==> config.mk <==
export PLATFORM = sky130hd
export DESIGN_NAME = etl_ctrl
export DESIGN_NICKNAME = d
export VERILOG_FILES = /design/src/rtl/exif_thumbnail_locator_assert.svh /design/src/rtl/etl_pkg.sv /design/src/rtl/etl_ctrl.sv
export SDC_FILE = /design/constraint.sdc
export NUM_CORES = 1
export LEC_CHECK = 0
export ABC_AREA = 1
export BUFFER_PORTS_ARGS = -buffer_cell sky130_fd_sc_hd__buf_4
export CORE_MARGIN = 2
export CORE_UTILIZATION = 40
export CTS_CLUSTER_SIZE = 28
export DETAILED_ROUTE_END_ITERATION = 10
export GPL_ROUTABILITY_DRIVEN = 0
export SETUP_SLACK_MARGIN = 0.5
export SLEW_MARGIN = 30
export SYNTH_ARGS = -nofsm -noshare
export SYNTH_HDL_FRONTEND = slang
export SYNTH_SLANG_ARGS = --single-unit
==> constraint.sdc <==
create_clock -name clk_i -period 2 [get_ports clk_i]
set_input_delay 0.4 -clock clk_i [delete_from_list [all_inputs] [get_ports clk_i]]
set_output_delay 0.4 -clock clk_i [all_outputs]
set_load 0.1 [all_outputs]
==> src/rtl/exif_thumbnail_locator_assert.svh <==
// Assertion macros used by the thumbnail locator datapath.
`ifndef EXIF_THUMBNAIL_LOCATOR_ASSERT_SVH
`define EXIF_THUMBNAIL_LOCATOR_ASSERT_SVH

// Same-cycle implication.
`define ETL_ASSERT_IMP(lbl, ante, cons) \
  lbl: assert property (@(posedge clk_i) disable iff (!rst_ni) (ante) |-> (cons)) \
    else $error("etl assertion failed");

// Next-cycle implication.
`define ETL_ASSERT_NXT(lbl, ante, cons) \
  lbl: assert property (@(posedge clk_i) disable iff (!rst_ni) (ante) |=> (cons)) \
    else $error("etl assertion failed");

`endif

==> src/rtl/etl_pkg.sv <==
// Types, codes and signature tables for the thumbnail locator.
package etl_pkg;

  localparam int unsigned EtlWindowBytes = 65536;

  typedef logic [2:0] etl_status_t;
  localparam etl_status_t StFound   = 3'd0;
  localparam etl_status_t StNone    = 3'd1;
  localparam etl_status_t StNotJpeg = 3'd2;
  localparam etl_status_t StNoExif  = 3'd3;
  localparam etl_status_t StWindow  = 3'd4;

  localparam logic [15:0] TagThumbOffset = 16'h0201;
  localparam logic [15:0] TagThumbSize   = 16'h0202;
  localparam logic [15:0] TagExifIfd     = 16'h8769;

  localparam logic [7:0]  MarkFf  = 8'hFF;
  localparam logic [7:0]  MarkSoi = 8'hD8;

  localparam logic [31:0] RafLenPos  = 32'h54;
  localparam logic [31:0] RafLenEnd  = 32'h57;
  localparam logic [31:0] RafMinSkip = 32'h58;
  localparam logic [31:0] RafMagicEnd = 32'd14;
  localparam logic [31:0] BaseExif   = 32'h12 - 32'h06;
  localparam logic [31:0] BaseJfif   = 32'h1E;

  typedef enum logic [1:0] {SrcFour, SrcAt, SrcAt8} etl_src_e;

  typedef struct packed {
    logic        clear;
    logic        byte_en;
    logic        shift_en;
    logic        jpeg_en;
    logic        tiff_en;
    logic        rd_start;
    etl_src_e    rd_src;
    logic        rd_two;
    logic        at_word;
    logic        at_sub;
    logic        at_add2;
    logic        ent_load;
    logic        ent_apply;
    logic        next_load;
    logic        tag_load;
    logic        out_load;
    etl_status_t out_status;
  } etl_cmd_t;

  typedef struct packed {
    logic magic_match;
    logic pos_zero;
    logic pos_magic_end;
    logic pos_len_end;
    logic skip_short;
    logic pos_at_skip;
    logic jpeg_bad;
    logic jpeg_nosig;
    logic jpeg_tiff;
    logic rd_done;
    logic rd_fail;
    logic ent_zero;
    logic thumb_bad;
    logic word_zero;
    logic sub_zero;
    logic found;
  } etl_sts_t;

  function automatic logic [7:0] raf_byte(logic [3:0] idx);
    logic [7:0] v;
    case (idx)
      4'd0:  v = 8'h46;
      4'd1:  v = 8'h55;
      4'd2:  v = 8'h4A;
      4'd3:  v = 8'h49;
      4'd4:  v = 8'h46;
      4'd5:  v = 8'h49;
      4'd6:  v = 8'h4C;
      4'd7:  v = 8'h4D;
      4'd8:  v = 8'h43;
      4'd9:  v = 8'h43;
      4'd10: v = 8'h44;
      4'd11: v = 8'h2D;
      4'd12: v = 8'h52;
      4'd13: v = 8'h41;
      4'd14: v = 8'h57;
      default: v = 8'h00;
    endcase
    return v;
  endfunction

  function automatic logic [7:0] jfif_byte(logic [1:0] idx);
    logic [7:0] v;
    case (idx)
      2'd0: v = 8'h4A;
      2'd1: v = 8'h46;
      2'd2: v = 8'h49;
      default: v = 8'h46;
    endcase
    return v;
  endfunction

  function automatic logic [7:0] exif_byte(logic [2:0] idx);
    logic [7:0] v;
    case (idx)
      3'd0: v = 8'h45;
      3'd1: v = 8'h78;
      3'd2: v = 8'h69;
      3'd3: v = 8'h66;
      default: v = 8'h00;
    endcase
    return v;
  endfunction

endpackage

==> src/rtl/etl_ctrl.sv <==
// Controller: header phases, IFD walk sequencing and result handshake.
module etl_ctrl import etl_pkg::*; (
  input  logic     clk_i,
  input  logic     rst_ni,
  input  logic     in_valid_i,
  input  logic     in_last_i,
  output logic     in_ready_o,
  output logic     out_valid_o,
  input  logic     out_ready_i,
  input  etl_sts_t sts_i,
  output etl_cmd_t cmd_o
);

  typedef enum logic [4:0] {
    SMagic, SRafLen, SRafSkip, SJpeg, STiff, SDone,
    WBase, WBaseW, WCnt, WCntW, WEnt, WTag, WTagW, WVal, WValW,
    WEnd, WNext, WNextW, WSub, SEmit
  } state_e;

  state_e      state_q, state_d, ph;
  etl_status_t st_q, st_d, st_ph;
  logic [1:0]  pass_q, pass_d;
  logic        out_valid_q, out_valid_d;
  logic        in_acc;
  etl_cmd_t    cmd;

  assign in_ready_o  = (state_q inside {SMagic, SRafLen, SRafSkip, SJpeg, STiff, SDone});
  assign in_acc      = in_valid_i && in_ready_o;
  assign out_valid_o = out_valid_q;
  assign cmd_o       = cmd;

  always_comb begin
    cmd         = '0;
    cmd.rd_src  = SrcAt;
    cmd.out_status = st_q;
    state_d     = state_q;
    st_d        = st_q;
    pass_d      = pass_q;
    out_valid_d = out_valid_q && !out_ready_i;
    ph          = state_q;
    st_ph       = st_q;

    case (state_q)
      SMagic, SRafLen, SRafSkip, SJpeg, STiff, SDone: begin
        if (in_acc) begin
          cmd.byte_en = 1'b1;
          case (state_q)
            SMagic: begin
              if (!sts_i.magic_match || in_last_i) begin
                // only a lone first byte can still open a JPEG
                if (sts_i.pos_zero) begin
                  cmd.jpeg_en = 1'b1;
                  ph = SJpeg;
                end else begin
                  ph = SDone;
                  st_ph = StNotJpeg;
                end
              end else if (sts_i.pos_magic_end) begin
                ph = SRafLen;
              end
            end
            SRafLen: begin
              cmd.shift_en = 1'b1;
              if (sts_i.pos_len_end) begin
                if (sts_i.skip_short) begin
                  ph = SDone;
                  st_ph = StWindow;
                end else begin
                  ph = SRafSkip;
                end
              end
            end
            SRafSkip: begin
              if (sts_i.pos_at_skip) begin
                cmd.jpeg_en = 1'b1;
                ph = SJpeg;
              end
            end
            SJpeg: begin
              cmd.jpeg_en = 1'b1;
            end
            STiff: begin
              cmd.tiff_en = 1'b1;
            end
            default: ;
          endcase
          if (cmd.jpeg_en) begin
            if (sts_i.jpeg_bad) begin
              ph = SDone;
              st_ph = StNotJpeg;
            end else if (sts_i.jpeg_nosig) begin
              ph = SDone;
              st_ph = StNoExif;
            end else if (sts_i.jpeg_tiff) begin
              ph = STiff;
            end
          end
          if (in_last_i) begin
            if (ph == SDone) begin
              st_d = st_ph;
              state_d = SEmit;
            end else if (ph == STiff) begin
              state_d = WBase;
            end else begin
              st_d = StWindow;
              state_d = SEmit;
            end
          end else begin
            state_d = ph;
            st_d = st_ph;
          end
        end
      end
      WBase: begin
        cmd.rd_start = 1'b1;
        cmd.rd_src = SrcFour;
        state_d = WBaseW;
      end
      WBaseW: begin
        if (sts_i.rd_done) begin
          if (sts_i.rd_fail) begin
            st_d = StWindow;
            state_d = SEmit;
          end else begin
            cmd.at_word = 1'b1;
            pass_d = 2'd0;
            state_d = WCnt;
          end
        end
      end
      WCnt: begin
        cmd.rd_start = 1'b1;
        cmd.rd_two = 1'b1;
        state_d = WCntW;
      end
      WCntW: begin
        if (sts_i.rd_done) begin
          if (sts_i.rd_fail) begin
            st_d = StWindow;
            state_d = SEmit;
          end else begin
            cmd.ent_load = 1'b1;
            cmd.at_add2 = 1'b1;
            state_d = WEnt;
          end
        end
      end
      WEnt: begin
        state_d = sts_i.ent_zero ? WEnd : WTag;
      end
      WTag: begin
        cmd.rd_start = 1'b1;
        cmd.rd_two = 1'b1;
        state_d = WTagW;
      end
      WTagW: begin
        if (sts_i.rd_done) begin
          if (sts_i.rd_fail) begin
            st_d = StWindow;
            state_d = SEmit;
          end else begin
            cmd.tag_load = 1'b1;
            state_d = WVal;
          end
        end
      end
      WVal: begin
        cmd.rd_start = 1'b1;
        cmd.rd_src = SrcAt8;
        state_d = WValW;
      end
      WValW: begin
        if (sts_i.rd_done) begin
          if (sts_i.rd_fail) begin
            st_d = StWindow;
            state_d = SEmit;
          end else begin
            cmd.ent_apply = 1'b1;
            state_d = WEnt;
          end
        end
      end
      WEnd: begin
        if (sts_i.thumb_bad) begin
          st_d = StWindow;
          state_d = SEmit;
        end else begin
          case (pass_q)
            2'd0: state_d = WNext;
            2'd1: state_d = WSub;
            default: begin
              st_d = sts_i.found ? StFound : StNone;
              state_d = SEmit;
            end
          endcase
        end
      end
      WNext: begin
        cmd.rd_start = 1'b1;
        state_d = WNextW;
      end
      WNextW: begin
        if (sts_i.rd_done) begin
          if (sts_i.rd_fail) begin
            st_d = StWindow;
            state_d = SEmit;
          end else begin
            cmd.next_load = 1'b1;
            if (sts_i.word_zero) begin
              state_d = WSub;
            end else begin
              cmd.at_word = 1'b1;
              pass_d = 2'd1;
              state_d = WCnt;
            end
          end
        end
      end
      WSub: begin
        if (sts_i.sub_zero) begin
          st_d = sts_i.found ? StFound : StNone;
          state_d = SEmit;
        end else begin
          cmd.at_sub = 1'b1;
          pass_d = 2'd2;
          state_d = WCnt;
        end
      end
      SEmit: begin
        if (!out_valid_q || out_ready_i) begin
          cmd.out_load = 1'b1;
          cmd.clear = 1'b1;
          out_valid_d = 1'b1;
          st_d = StFound;
          pass_d = 2'd0;
          state_d = SMagic;
        end
      end
      default: state_d = SMagic;
    endcase
  end

  always_ff @(posedge clk_i or negedge rst_ni) begin
    if (!rst_ni) begin
      state_q     <= SMagic;
      st_q        <= StFound;
      pass_q      <= 2'd0;
      out_valid_q <= 1'b0;
    end else begin
      state_q     <= state_d;
      st_q        <= st_d;
      pass_q      <= pass_d;
      out_valid_q <= out_valid_d;
    end
  end

endmodule
==> flow_summary.yaml <==
cells_and_area:
  multiInputGateArea_mm2: 0.00134
  nets: 385
  syn_to_final_growth_pct: 122
  layout_common_cells: "79 x buf_4, 45 x nand2_1, 27 x inv_1, 23 x nor2_4, 23 x buf_6"
  fillerInstances: 126
  n_antenna_cell: 0
  design_area_mm2: 0.00311
  regArea_um2: 282
  drive_gt1_share_pct: 63.4
  final_common_cell: "buf_4"
power:
  ir_drop_mv: 1.23
  power_density_mw_per_mm2: 1860
  leakage_nw: 1.58
floorplanning:
  design.die.area_mm2: 0.00400
  fp.coreArea_mm2: 0.00336
  start_util_pct: 41.7
  die_h_um: 63.2
  rows: 21
  die_w_um: 63.2
  pin_count: 43
synth:
  syn_area_per_cell_um2: 5.83
  synthCells: 241
  netlist_area_mm2: 0.00140
  synthSimpleGateAreaFrac_pct: 50.3
  synth_top_family_by_area: "simple AND/OR/NAND/NOR gates"
  ys_seq_area_share_pct: 19.6
  synth_warnings: 0
  synth_fa_ha_area_share_pct: 0
  synth_cell_type_count: 30
  synth_compound_area_share_pct: 16.5
  muxShareOfSynthArea_pct: 0
  syn-num-nets: 262
  ys_ff_latch: 11
  synthXorXnorAreaFrac_pct: 0
detailed_routing:
  drc: 0
  vias: 2422
  drt-pass1-iter-count: 5
  via_per_inst: 5.92
  drt_iter0_drc: 270
  wl_mm: 8.71
  wl_per_cell_um: 21.3
  ant_nets: 0
global_route:
  grt_pass1_vias: 1935
  overflow: 0
  antenna_found_initial: 0
  grt.total_usage_pct: 28.5
  grt_pass1_wl_mm: 9.00
  grt_max_degree: 12
sta:
  relSlewSlack_pct: 72.8
  worst_hold_slack_ns: 0.488
  rsz0062_at_grt: "yes"
  max_freq_mhz: 420
  slew_violations: 0
  tightestPinTransition_ns: 0.406
  setup_ws_ns: -0.383
  post-route-period-util_pct: 119
  hold_viol: 0
  setup_tns_ns: -6.76
  finClkSkew_ns: 0.0201
  post-route-min-period_ns: 2.38
  finalSetupViolations: 28
clock_network:
  clock_sink_count: 11
  clock_latency_ns: 0.29
  cts_tree: "built"
  cts_root_buf: "clkbuf_4"
  cts_buffer_depth: 2
  htree_levels: 1
  cts-buffers-inserted: 3
  clk_pin_slew_ns: 0.11
place:
  placed_area_mm2: 0.00223
  port-buffer-count: 42
  hpwl_mm: 3.80
  dp_slack_ns: -0.0813
worst_setup_path:
  r2r-start: "state_q[4]"
  cp-end-kind: "flop"
  critPathKind: "reg2reg"
  cp_max_fo: 5
  required_ns: 2.19
  crit_start: "state_q[4]"
  worst_setup_path_start_kind: "flop"
  worstPathArrival_ns: 2.57
outcome:
  violations: "negative setup slack"
  status: "complete, but fails checks"
job:
  max-cap-violations: 0
min_path:
  hp-class: "in2async"
==> Yosys cell counts <==
library cell,count,area [µm²]
nor3_1,4,20.0
a21oi_1,7,35.0
o21ai_0,15,75.1
nor4_2,1,12.5
o211ai_1,1,7.51
o21bai_1,1,7.51
nand2_2,8,50.1
inv_2,5,18.8
o211ai_2,1,12.5
nand2_1,62,233
or2_2,2,12.5
o21ai_1,6,30.0
nand3_2,4,40.0
nor2_2,4,25.0
a22oi_1,1,7.51
a31oi_1,1,6.26
inv_1,40,150
nor2_1,26,97.6
nand4_1,5,31.3
or3_1,1,6.26
a21boi_0,1,7.51
nor2_4,4,45.0
dfrtp_1,11,275
o21ai_2,2,17.5
nor4_1,4,25.0
nand3_1,17,85.1
nand2_4,2,22.5
buf_4,3,22.5
a21oi_2,1,8.76
a21oi_4,1,16.3
==> critical path, stage by stage (launching register included) <==
cell	delay, ns
dfrtp_2	0.48
buf_6	0.17
nor2_4	0.18
buf_4	0.16
nand2_1	0.07
a21oi_1	0.26
nand4_1	0.22
a21boi_0	0.33
nand2_2	0.09
nand2_1	0.09
nand2_1	0.05
nand2_1	0.10
o21ai_1	0.08
==> power breakdown <==
group	switching, mW	total [mW]	internal [mW]
combinational	3.06	5.14	2.08
sequential	0.146	0.476	0.331
clock	0.102	0.179	0.0774
total	3.31	5.80	2.49
==> routing by layer <==
layer / part of all wire (%) / vias to the layer above / global-route usage (%)
met5: 0 / - / 0
met1: 35 / 1118 / 33.6
met4: 8.2 / 0 / 8.42
met2: 47 / 201 / 52.7
li1: - / 1017 / -
met3: 9.2 / 86 / 4.64
==> through the flow <==
stage | total power, mW | util, % | cells
floorplan | 2.73 | - | 241
global placement | 3.67 | 66.2 | 364
detailed placement | 3.69 | 66.2 | 364
CTS | 4.45 | 78.4 | 386
global route | 5.95 | 92.6 | 409
finish | 5.80 | 92.6 | 409
==> final timing paths <==
path / end / slack, ns / cells past startpoint
worst min register to register: st_q[1] / 0.52 / 2
worst max register to register: state_q[0] / -0.38 / 12
min in group clk_i: st_q[2] / 0.50 / 5
worst max-delay path: state_q[0] / -0.38 / 12
worst min-delay path: state_q[3] / 0.49 / 2
max in group asynchronous: state_q[4] / 1.30 / 2
==> area by class of cell <==
class                   count  share of cell area [%]
multi-input cells         182                    43.0
repair buffers            121                    39.3
flip-flops and latches     11                    9.04
inverters                  45                    5.99
well taps                  46                    1.85
clock buffers               4                   0.844
==> cells by family (layout without fill, tap and decap cells) <==
family | Yosys count | after routing
and+or+nand+nor | 144 | 144
buffers and inverters | 48 | 170
AOI/OAI and AO/OA | 38 | 38
DFF | 11 | 11
==> timing repair <==
item | 4_1_cts | 5_1_grt
endpoints found under the setup margin | 28 | 28
setup buffers | 17 | 23
hold buffers | 1 | 0
endpoints found under the hold margin | 11 | 0
pin swaps | 8 | 16
resized for setup | 66 | 80
==> registers in the layout, indices dropped and copies added (netlist names) <==
| name | flops |
|---|---|
| pass_q | 2 |
| out_valid_o | 1 |
| st_q | 3 |
| state_q | 5 |
Power figures use the tool's default switching activity.
